File: config.mk
export PLATFORM = sky130hd
export DESIGN_NAME = c_comment_strip_line_splice_core
export DESIGN_NICKNAME = d
export VERILOG_FILES = /design/src/design/ccsls_pkg.sv /design/src/design/ccsls_scan.sv /design/src/design/ccsls_outq.sv /design/src/design/c_comment_strip_line_splice_core.sv
export SDC_FILE = /design/constraint.sdc
export NUM_CORES = 1
export LEC_CHECK = 0
export ABC_AREA = 1
export BUFFER_PORTS_ARGS = -buffer_cell sky130_fd_sc_hd__buf_2
export CAP_MARGIN = 20
export CORE_MARGIN = 3
export CORE_UTILIZATION = 50
export CTS_BUF_LIST = sky130_fd_sc_hd__clkbuf_16
export DETAILED_ROUTE_END_ITERATION = 8
export GPL_ROUTABILITY_DRIVEN = 1
export GPL_TIMING_DRIVEN = 0
export PLACE_DENSITY = 0.67
export SETUP_SLACK_MARGIN = 0.5
export SYNTH_ARGS = -nofsm -noshare
export SYNTH_HDL_FRONTEND = slang
export SYNTH_SLANG_ARGS = --single-unit
File: constraint.sdc
create_clock -name clk_i -period 8.5 [get_ports clk_i]
set_input_delay 1.275 -clock clk_i [delete_from_list [all_inputs] [get_ports clk_i]]
set_output_delay 1.275 -clock clk_i [all_outputs]
set_load 0.1 [all_outputs]
File: src/design/ccsls_pkg.sv
// types, character constants and scan step functions for the comment stripper
// no dependencies; used by ccsls_scan, ccsls_outq and the top level
package ccsls_pkg;

  localparam logic [7:0] CH_NL    = 8'h0A;
  localparam logic [7:0] CH_SPACE = 8'h20;
  localparam logic [7:0] CH_STAR  = 8'h2A;
  localparam logic [7:0] CH_SLASH = 8'h2F;
  localparam logic [7:0] CH_BSL   = 8'h5C;
  localparam logic [7:0] CH_SQ    = 8'h27;
  localparam logic [7:0] CH_DQ    = 8'h22;

  localparam logic [1:0] FLT_NONE    = 2'd0;
  localparam logic [1:0] FLT_UNTERM  = 2'd1;
  localparam logic [1:0] FLT_LONG    = 2'd2;
  localparam logic [1:0] FLT_INVALID = 2'd3;

  localparam logic [15:0] MAX_LEN_RST = 16'd4094;
  localparam logic [1:0]  MAX_RES     = 2'd3;

  typedef enum logic [5:0] {
    M_NORMAL = 6'b000001,
    M_SLASH  = 6'b000010,
    M_PAIR   = 6'b000100,
    M_BLOCK  = 6'b001000,
    M_BSTAR  = 6'b010000,
    M_LINE   = 6'b100000
  } mode_e;

  typedef enum logic [2:0] {
    Q_NONE   = 3'b001,
    Q_SINGLE = 3'b010,
    Q_DOUBLE = 3'b100
  } quote_e;

  typedef struct packed {
    mode_e       mode;
    quote_e      quote;
    logic [15:0] len;
  } scan_t;

  typedef struct packed {
    logic       eos;
    logic [1:0] fault;
    logic       last;
    logic [7:0] data;
  } res_t;

  typedef struct packed {
    scan_t          st;
    logic [1:0]     n;
    res_t [2:0]     r;
  } step_t;

  // results of one processed beat, all sharing one line number
  typedef struct packed {
    logic [1:0]  n;
    logic [31:0] line;
    res_t [2:0]  r;
  } push_t;

  typedef struct packed {
    logic [31:0] line;
    res_t        r;
  } entry_t;

  function automatic logic is_printable(logic [7:0] b);
    logic ok;
    ok = ((b >= 8'h20) && (b <= 8'h7E)) || ((b >= 8'h09) && (b <= 8'h0D));
    return ok;
  endfunction

  function automatic step_t put_f(step_t s, res_t r);
    step_t t;
    t = s;
    if (t.n < MAX_RES) begin
      t.r[t.n] = r;
      t.n      = t.n + 2'd1;
    end
    return t;
  endfunction

  function automatic res_t mk_res(logic [7:0] d, logic last, logic [1:0] f, logic eos);
    res_t r;
    r.data  = d;
    r.last  = last;
    r.fault = f;
    r.eos   = eos;
    return r;
  endfunction

  function automatic step_t end_line_f(step_t s);
    step_t t;
    t = put_f(s, mk_res(CH_NL, 1'b1, FLT_NONE, 1'b0));
    t.st.len   = 16'd0;
    t.st.quote = Q_NONE;
    t.st.mode  = M_NORMAL;
    return t;
  endfunction

  // cap is the content limit, max_line_length - 1
  function automatic step_t emit_f(step_t s, logic [7:0] c, logic [1:0] f,
                                   logic [15:0] cap);
    step_t t;
    t = s;
    if (t.st.len >= cap) begin
      t = put_f(t, mk_res(CH_NL, 1'b1, FLT_LONG, 1'b0));
      t.st.len   = 16'd0;
      t.st.quote = Q_NONE;
      t.st.mode  = M_NORMAL;
    end else begin
      t = put_f(t, mk_res(c, 1'b0, f, 1'b0));
      t.st.len = t.st.len + 16'd1;
    end
    return t;
  endfunction

  // one logical character through the mode machine
  function automatic step_t logical_f(step_t s, logic [7:0] c, logic [1:0] f,
                                      logic [15:0] cap);
    step_t t;
    logic  go;
    t  = s;
    go = 1'b1;
    case (t.st.mode)
      M_LINE: begin
        go = 1'b0;
        if (c == CH_NL) t = end_line_f(t);
      end
      M_BLOCK: begin
        go = 1'b0;
        if (c == CH_STAR) t.st.mode = M_BSTAR;
      end
      M_BSTAR: begin
        go = 1'b0;
        if (c == CH_SLASH) begin
          t.st.mode = M_NORMAL;
          t = emit_f(t, CH_SPACE, FLT_NONE, cap);
        end else if (c != CH_STAR) begin
          t.st.mode = M_BLOCK;
        end
      end
      M_PAIR: begin
        go = 1'b0;
        if (c == CH_NL) begin
          t = end_line_f(t);
        end else begin
          t.st.mode = M_NORMAL;
          t = emit_f(t, c, f, cap);
        end
      end
      M_SLASH: begin
        if (c == CH_STAR) begin
          go = 1'b0;
          t.st.mode = M_BLOCK;
        end else if (c == CH_SLASH) begin
          go = 1'b0;
          t.st.mode = M_LINE;
        end else begin
          t.st.mode = M_NORMAL;
          t = emit_f(t, CH_SLASH, FLT_NONE, cap);
        end
      end
      default: t.st.mode = M_NORMAL;
    endcase

    if (go) begin
      if (c == CH_NL) begin
        t = end_line_f(t);
      end else if (c == CH_BSL) begin
        t.st.mode = M_PAIR;
        t = emit_f(t, c, f, cap);
      end else if ((c == CH_SLASH) && (t.st.quote == Q_NONE)) begin
        t.st.mode = M_SLASH;
      end else begin
        if ((t.st.quote == Q_SINGLE) && (c == CH_SQ)) t.st.quote = Q_NONE;
        else if ((t.st.quote == Q_DOUBLE) && (c == CH_DQ)) t.st.quote = Q_NONE;
        else if ((t.st.quote == Q_NONE) && (c == CH_SQ)) t.st.quote = Q_SINGLE;
        else if ((t.st.quote == Q_NONE) && (c == CH_DQ)) t.st.quote = Q_DOUBLE;
        t = emit_f(t, c, f, cap);
      end
    end
    return t;
  endfunction

endpackage

File: src/design/ccsls_scan.sv
// input register, scan state and the per-beat step logic of the comment stripper
// depends on ccsls_pkg; feeds up to three results a beat into ccsls_outq
module ccsls_scan
  import ccsls_pkg::*;
(
  input  logic        clk_i,
  input  logic        rst_ni,
  input  logic        s_valid_i,
  output logic        s_ready_o,
  input  logic [7:0]  s_byte_i,
  input  logic        s_eoi_i,
  input  logic [15:0] cap_i,
  input  logic        room_i,
  output push_t       push_o
);

  logic        in_valid_q;
  logic [7:0]  in_byte_q;
  logic        in_eoi_q;
  scan_t       st_q, st_d;
  logic        bs_q, bs_d;
  logic [31:0] lc_q, lc_d;
  logic [31:0] line_num;
  logic        proc;
  logic        is_nl;
  logic [1:0]  flt;
  logic [1:0]  unterm;
  step_t       s;

  assign proc      = in_valid_q && room_i;
  assign s_ready_o = !in_valid_q || room_i;

  always_comb begin
    s.st     = st_q;
    s.n      = 2'd0;
    s.r      = '0;
    bs_d     = bs_q;
    lc_d     = lc_q;
    line_num = lc_q;
    unterm   = FLT_NONE;
    is_nl    = (in_byte_q == CH_NL);
    flt      = is_printable(in_byte_q) ? FLT_NONE : FLT_INVALID;

    if (in_eoi_q) begin
      // release held characters, then the closing newline
      if (bs_q) s = logical_f(s, CH_BSL, FLT_NONE, cap_i);
      if (s.st.mode == M_SLASH) begin
        s.st.mode = M_NORMAL;
        s = emit_f(s, CH_SLASH, FLT_NONE, cap_i);
      end
      if ((s.st.mode == M_BLOCK) || (s.st.mode == M_BSTAR) || (s.st.mode == M_LINE))
        unterm = FLT_UNTERM;
      s = put_f(s, mk_res(CH_NL, 1'b1, unterm, 1'b1));
      s.st.mode  = M_NORMAL;
      s.st.quote = Q_NONE;
      s.st.len   = 16'd0;
      bs_d       = 1'b0;
      lc_d       = 32'd0;
    end else begin
      if (is_nl) lc_d = lc_q + 32'd1;
      line_num = lc_d;
      if (bs_q && is_nl) begin
        // splice: backslash and newline vanish
        bs_d = 1'b0;
      end else begin
        if (bs_q) s = logical_f(s, CH_BSL, FLT_NONE, cap_i);
        if (in_byte_q == CH_BSL) begin
          bs_d = 1'b1;
        end else begin
          bs_d = 1'b0;
          s = logical_f(s, in_byte_q, flt, cap_i);
        end
      end
    end
    st_d = s.st;
  end

  always_comb begin
    push_o.n    = proc ? s.n : 2'd0;
    push_o.line = line_num;
    push_o.r    = s.r;
  end

  always_ff @(posedge clk_i or negedge rst_ni) begin
    if (!rst_ni) begin
      in_valid_q <= 1'b0;
      st_q.mode  <= M_NORMAL;
      st_q.quote <= Q_NONE;
      st_q.len   <= 16'd0;
      bs_q       <= 1'b0;
      lc_q       <= 32'd0;
    end else begin
      if (s_ready_o) in_valid_q <= s_valid_i;
      if (proc) begin
        st_q <= st_d;
        bs_q <= bs_d;
        lc_q <= lc_d;
      end
    end
  end

  always_ff @(posedge clk_i) begin
    if (s_ready_o && s_valid_i) begin
      in_byte_q <= s_byte_i;
      in_eoi_q  <= s_eoi_i;
    end
  end

endmodule

File: src/design/ccsls_outq.sv
// four-entry result queue: takes up to three results a cycle, hands out one a beat
// depends on ccsls_pkg; drives the master stream of the top level
module ccsls_outq
  import ccsls_pkg::*;
(
  input  logic        clk_i,
  input  logic        rst_ni,
  input  push_t       push_i,
  output logic        room_o,
  output logic        m_axis_tvalid,
  input  logic        m_axis_tready,
  output logic [39:0] m_axis_tdata,
  output logic        m_axis_tlast,
  output logic [2:0]  m_axis_tuser
);

  entry_t     mem_q [4];
  logic [1:0] wptr_q, wptr_d;
  logic [1:0] rptr_q, rptr_d;
  logic [2:0] count_q, count_d;
  logic       pop;
  entry_t     head;

  assign head          = mem_q[rptr_q];
  assign pop           = m_axis_tvalid && m_axis_tready;
  assign m_axis_tvalid = (count_q != 3'd0);
  assign m_axis_tdata  = {head.line, head.r.data};
  assign m_axis_tlast  = head.r.last;
  assign m_axis_tuser  = {head.r.eos, head.r.fault};
  // a beat may bring three results
  assign room_o        = (count_q <= 3'd1);

  always_comb begin
    wptr_d  = wptr_q + push_i.n;
    rptr_d  = rptr_q + {1'b0, pop};
    count_d = count_q + {1'b0, push_i.n} - {2'b00, pop};
  end

  always_ff @(posedge clk_i or negedge rst_ni) begin
    if (!rst_ni) begin
      wptr_q  <= 2'd0;
      rptr_q  <= 2'd0;
      count_q <= 3'd0;
    end else begin
      wptr_q  <= wptr_d;
      rptr_q  <= rptr_d;
      count_q <= count_d;
    end
  end

  always_ff @(posedge clk_i) begin
    for (int i = 0; i < 3; i++) begin
      if (2'(i) < push_i.n) begin
        mem_q[wptr_q + 2'(i)] <= '{line: push_i.line, r: push_i.r[i]};
      end
    end
  end

endmodule

File: src/design/c_comment_strip_line_splice_core.sv
// C comment stripper with line splicing: raw source bytes in, logical lines out
// Channels: s_axis takes one raw byte a beat (tuser[0] marks end of input, byte
// ignored). m_axis gives one byte of the cleaned line a beat, tlast on the
// newline that ends a line, the physical line number in tdata[39:8], the fault
// code and the end-of-stream flag in tuser. cfg_* writes max_line_length.
// Path: each byte passes the input register, then the step logic into the
// output queue, from which its results leave on m_axis.
// Throughput: one input byte a cycle while each byte gives at most one result
// and the receiver takes every beat; a byte that gives two or three results
// (released slash or backslash, end of input) holds the input until the output
// queue drains, as the four-entry queue takes a new byte only with one entry or less.
// Reset: all scan state, the line count and the queue clear; max_line_length
// returns to 4094. No clearing pass, input is taken right after reset.
// Receiver stall: the queue fills, the input register holds its byte and
// s_axis_tready drops until room returns. Nothing is lost or repeated.
// Write the register only while the block is idle.
// depends on ccsls_pkg, ccsls_scan and ccsls_outq
module c_comment_strip_line_splice_core
  import ccsls_pkg::*;
(
  input  logic        clk_i,
  input  logic        rst_ni,
  input  logic        s_axis_tvalid,
  output logic        s_axis_tready,
  input  logic [7:0]  s_axis_tdata,   // in_byte
  input  logic [0:0]  s_axis_tuser,   // end_of_input
  output logic        m_axis_tvalid,
  input  logic        m_axis_tready,
  output logic [39:0] m_axis_tdata,   // out_byte, line_number
  output logic        m_axis_tlast,
  output logic [2:0]  m_axis_tuser,   // fault, end_of_stream
  input  logic        cfg_valid_i,
  output logic        cfg_ready_o,
  input  logic [15:0] cfg_data_i
);

  logic [15:0] cap_q, cap_d;
  logic        room;
  push_t       push;

  assign cfg_ready_o = 1'b1;

  // hold the content limit, values below two act as two
  assign cap_d = (cfg_data_i >= 16'd2) ? (cfg_data_i - 16'd1) : 16'd1;

  always_ff @(posedge clk_i or negedge rst_ni) begin
    if (!rst_ni) begin
      cap_q <= MAX_LEN_RST - 16'd1;
    end else if (cfg_valid_i && cfg_ready_o) begin
      cap_q <= cap_d;
    end
  end

  ccsls_scan u_scan (
    .clk_i     (clk_i),
    .rst_ni    (rst_ni),
    .s_valid_i (s_axis_tvalid),
    .s_ready_o (s_axis_tready),
    .s_byte_i  (s_axis_tdata),
    .s_eoi_i   (s_axis_tuser[0]),
    .cap_i     (cap_q),
    .room_i    (room),
    .push_o    (push)
  );

  ccsls_outq u_outq (
    .clk_i         (clk_i),
    .rst_ni        (rst_ni),
    .push_i        (push),
    .room_o        (room),
    .m_axis_tvalid (m_axis_tvalid),
    .m_axis_tready (m_axis_tready),
    .m_axis_tdata  (m_axis_tdata),
    .m_axis_tlast  (m_axis_tlast),
    .m_axis_tuser  (m_axis_tuser)
  );

endmodule

== Word level (Yosys, flattened, before mapping) ==
Memory sizes are Yosys's and may differ from the RTL's.
Cells that the tools add are included.

* Add/sub/neg operators: 20
* $lt $le $gt $ge: 33
* Equal/unequal tests: 25
* Muxes and demuxes: 108
* Bitwise operators: 36
* Reduce and logical (&&, ||, !) cells: 27

{| class="wikitable"
|+ Operators by type and width
! operator !! count
|-
| $mux 63 || 17
|-
| $mux 57 || 17
|-
| $mux 38 || 15
|-
| $pmux 57 s4 || 1
|-
| $and 24x24->24 || 7
|-
| $not 24->24 || 7
|-
| $demux 12 s2 || 6
|-
| $mux 60 || 2
|-
| $pmux 57 s2 || 1
|-
| $bwmux 36 || 3
|-
| $add 16x1->16 const B || 6
|-
| $ge 16x16->1 || 6
|-
| $mux 32 || 3
|-
| $or 12x12->12 || 7
|-
| $mux 12 || 6
|-
| $and 27x27->27 || 2
|-
| $not 27->27 || 2
|-
| $and 21x21->21 || 2
|-
| $not 21->21 || 2
|-
| $mux 6 || 6
|-
| $and 33x33->33 || 1
|-
| $not 33->33 || 1
|-
| $add 32x1->32 const B || 1
|-
| $eq 8x6->1 const B || 4
|-
| other kinds (47) || 124
|}

* Bits in registers: 91
* Memory bits (writable): 176
* Input bits: 30
* Output and inout port bits: 47
* Word-level logic and storage cells: 262
* Memories kept: 1

{| class="wikitable"
|+ Memories
! name !! words !! bits a word !! read ports !! clocked after Yosys merged registers in !! write ports !! line !! source
|-
| u_outq.mem_q || 4 || 44 || 1 || 0 || 3 || ccsls_outq.sv:17 || <nowiki>entry_t mem_q [4];</nowiki>
|}

== Depth between registers and ports, before layout ==
* Depth in word-level cells: 50
* Depth in mapped cells: 63

== Modules after synthesis ==
Synthesis repeated with hierarchy kept, for this count alone.

* Cells, all modules: 2713
* Area total of the unflattened synthesis: 19910.3 sq um

{| class="wikitable"
|+ By module, submodules not included
! module !! times used !! cells an instance !! area each (sq um) !! sequential area each (sq um)
|-
| ccsls_scan || 1 || 1737 || 10422.5 || 1749.2
|-
| ccsls_outq || 1 || 829 || 8380.5 || 5460.2
|-
| c_comment_strip_line_splice_core || 1 || 147 || 1107.3 || 414.1
|}

== Least setup slack after synthesis ==
No wires, ideal clock.

* Path type: flip-flop to flip-flop
* Start point: register cap_q[11]
* End point: memory u_outq.mem_q[1][0] (netlist bit) (enable)
* Arrival: 6917 ps
* Required time: 7830 ps
* Setup slack: 913 ps
* Stages on the path, launching flop included: 45
* Period minus slack after synthesis: 7587 ps
* Cell sequence: dfstp_2 inv_1 ha_1 a21oi_1 nand2_1 a21oi_1 nand2_1 nand2_1 buf_4 o21ai_0 a21oi_1 ha_1 nand2_1 inv_1 nand3_1 a21oi_1 nor2_1 and2_1 [... 9 more ...] nand3_1 clkbuf_1 nand2_1 nand3_1 nand2_1 inv_1 nand3_2 o21ai_2 nand3_2 nand2_2 o21ai_1 nand3_1 nand2_2 nand3_1 clkinv_1 nand3_2 buf_4 nand3_1

{| class="wikitable"
|+ RTL lines
! what !! line !! source
|-
| start: declaration || c_comment_strip_line_splice_core.sv:37 || <nowiki>logic [15:0] cap_q, cap_d;</nowiki>
|-
| start signal: assignment || c_comment_strip_line_splice_core.sv:48 || <nowiki>cap_q <= MAX_LEN_RST - 16'd1;</nowiki>
|-
| start signal: assignment || c_comment_strip_line_splice_core.sv:50 || <nowiki>cap_q <= cap_d;</nowiki>
|-
| end: declaration || ccsls_outq.sv:17 ||
|}

==> flow_summary.toml <==
[clock_tree]
cts_buffers = 30
root_buffer = "clkbuf_16"
clock_path_buffers = 3
cts_sinks = 267
h-tree-depth = 1
cts_tree = "done"
cts_hold_buf = 0
clk_latency_ns = 0.58
clk_pin_slew_ns = 0.06

[final_layout]
layout_commonest_cell = "nand2_1"
syn_to_final_growth_pct = 20.6
layout_common_cells = "609 x nand2_1, 244 x nor2_1, 241 x o21ai_0, 237 x inv_1, 185 x edfxtp_1"
fin_cells = 3186
fin_util_pct = 61.4
drive_above_1_share_pct = 18.8
n_antenna_cell = 0
final_cell_area_sq_mm = 0.0225
nNetsFinal = 2803

[synth]
synth_async_sr_flop_share_pct = 30.7
yosys_register_bits = 267
syn_area_per_cell_sq_um = 7.51
yosysSeqAreaShare_pct = 40.8
syn_area_sq_mm = 0.0187
yosysWarnings = 0
syn-instance-count = 2487
synth_edf_count = 185
ys.flop_type = "edfxtp_1"
synth_cell_types = 66
synth_fp_nets = 2596

[critical_path]
r2r-start = "cap_q[6]"
r2r_setup_slack_ns = 0.70
r2r-end = "u_outq.mem_q[3][5]"
critPathRequiredTime_ns = 8.80
path_class = "reg -> reg"
worst_setup_path_start_kind = "register"
crit_path_end = "u_outq.mem_q[3][5]"
worst_path_most_repeated_cell = "nand2_1"
worstSetupStartpoint = "cap_q[6]"
critPathMaxFanout = 5
cp_slowest_cell = "dfstp_2"
critPathMaxStageDelay_ns = 0.54
r2r_cells = 53
crit_path_end_kind = "register"
crit_arrival_ns = 8.10

[global_routing]
grt_pass1_vias = 17405
gr-total-overflow = 0
grt_usage_pct = 32.5
grt_max_degree = 52
grt_antenna_before_repair = 0
grt_pass1_wl_microns = 99500

[power]
p_leak_nw = 9.70
max-vdd-ir-drop_mv = 0.365
power_density_mw_per_mm2 = 276

[floorplanning]
initial_core_util_pct = 50.9
die_h_microns = 199
ios = 77
placementRows = 70
dieArea_sq_mm = 0.0397
core_sq_mm = 0.0367
die_x_microns = 199

[status]
outcome = "complete, no violations"

[drt]
final_antenna_net_count = 0
wl_met3_microns = 6210
drc = 0
dr.max_layer_used = "met4"
dr.pass1.iters = 9
vias = 19126
routedWlPerCell_microns = 21.6
via_per_inst = 6.00
wl_met1_microns = 29000
wl_met2_microns = 30900
first_iter_violations = 2026
drt_wl_total_microns = 69000

[timing]
hold_ws_ns = 0.496
slew_violations = 0
skew_ns = 0.0168
fin_crit_ns = 7.80
slew_headroom_pct = 29.1
timing.final.ws_setup_ns = 0.695
max_freq_mhz = 128
final.period_utilization_pct = 91.8
finalSetupViolCount = 0
worst_pin_slew_ns = 1.05
rsz0062_at_grt = "no"
hold_violations = 0

[placed_design]
post-place-ws_ns = -1.77
dp_hpwl_microns = 46600
dp.cells = 3031
io_buffers = 74
place_area_sq_mm = 0.0197
gp_congestion = 0.968

[hold_path]
hp-class = "reg -> reg"

[flow_run]
cap_violations = 0
## final cells by class
class	count	area [sq um]
clock buffers	31	776
fillers	3218	14200
inverters	280	1090
plain buffers	88	442
multi-input cells	1864	10600
flip-flops and latches	267	7620
well taps	468	586
repair buffers	163	1200
clock inverters	25	170
## per-layer routing
metal / global-route usage, % / up-vias
met4: 11.6 / 0
met2: 51.8 / 1004
met5: 0 / -
li1: - / 8895
met1: 45.8 / 9044
met3: 4.08 / 183
## state kept, by name (all words and copies together), names as in the netlist
register / count
u_outq.mem_q: 176
u_scan.lc_q: 32
u_scan.st_q: 25
cap_q: 16
u_scan.in_byte_q: 8
u_outq.count_q: 3
u_outq.rptr_q: 2
u_outq.wptr_q: 2
u_scan.bs_q: 1
u_scan.in_eoi_q: 1
u_scan.in_valid_q: 1
## what timing repair did
action,4_1_cts,5_1_grt
gates cloned,4,11
setup buffers,18,66
gates resized for setup,72,147
endpoints found under the setup margin,248,246
pin swaps,15,57
## report_power, final
group | internal (mW) | switching [mW]
clock network | 0.696 | 0.565
registers | 1.65 | 0.0760
logic | 0.620 | 2.61
total | 2.97 | 3.25
## cell families (layout without fill, tap and decap cells)
logic type / Yosys count / count (layout) / share of synthesized area [%]
buffers and inverters: 368 / 587 / 7.74
flip-flops: 267 / 267 / 40.8
adder cells (fa/ha/maj): 79 / 79 / 5.33
AO/OA/AOI/OAI: 505 / 505 / 15.6
XOR/XNOR: 28 / 28 / 1.31
other: 1 / 1 / 0.0201
AND/OR/NAND/NOR: 1239 / 1251 / 29.2
## Yosys cell counts (7+ instances only)
cell type	instances	area, sq um
a22oi_1	9	67.6
o31ai_1	8	60.1
o221ai_1	9	78.8
o22ai_1	64	400
o21bai_1	9	67.6
nand4_1	38	238
xor2_1	18	158
nor2_2	11	68.8
nor3_1	37	185
a21oi_1	73	365
nor2_1	258	968
o211ai_1	21	158
o21ai_1	18	90.1
dfstp_2	13	342
nand2_1	647	2430
a211oi_1	7	52.6
nor4_1	14	87.6
nand3_2	18	180
clkinv_1	7	26.3
clkbuf_1	57	214
dfrtp_1	69	1730
xnor2_1	10	87.6
nand3_1	155	776
o21ai_0	253	1270
buf_2	16	80.1
edfxtp_1	185	5560
ha_1	78	976
inv_2	18	67.6
inv_1	255	957
nand2_2	23	144
## per-stage QoR
step	total power [mW]	setup TNS (ns)
2_1_floorplan	4.01	0
3_3_place_gp	4.72	-524.47
3_5_place_dp	4.75	-237.21
4_1_cts	6.03	0
5_1_grt	6.47	0
6_report	6.22	0
## critical path, delay by kind of cell (launching register included)
kind                     cells  cell delay (ns)
AO/OA/AOI/OAI                9             1.38
adder cells (fa/ha/maj)      4             1.18
buffers and inverters        8             0.91
flip-flops                   1             0.54
AND/OR/NAND/NOR             32             3.45
## worst min-delay path by stage
stage	from	end	slack [ns]	depth (start not counted)
2_1_floorplan	u_scan.lc_q[10]	u_scan.lc_q[10]	0.45	2
3_3_place_gp	u_scan.lc_q[10]	u_scan.lc_q[10]	0.47	2
3_5_place_dp	u_scan.lc_q[29]	u_scan.lc_q[29]	0.48	2
4_1_cts	u_scan.lc_q[29]	u_scan.lc_q[29]	0.50	2
5_1_grt	u_outq.count_q[0]	u_outq.count_q[0]	0.51	1
6_report	u_scan.lc_q[29]	u_scan.lc_q[29]	0.50	2
Note: power is estimated with default switching activity, not from simulation.
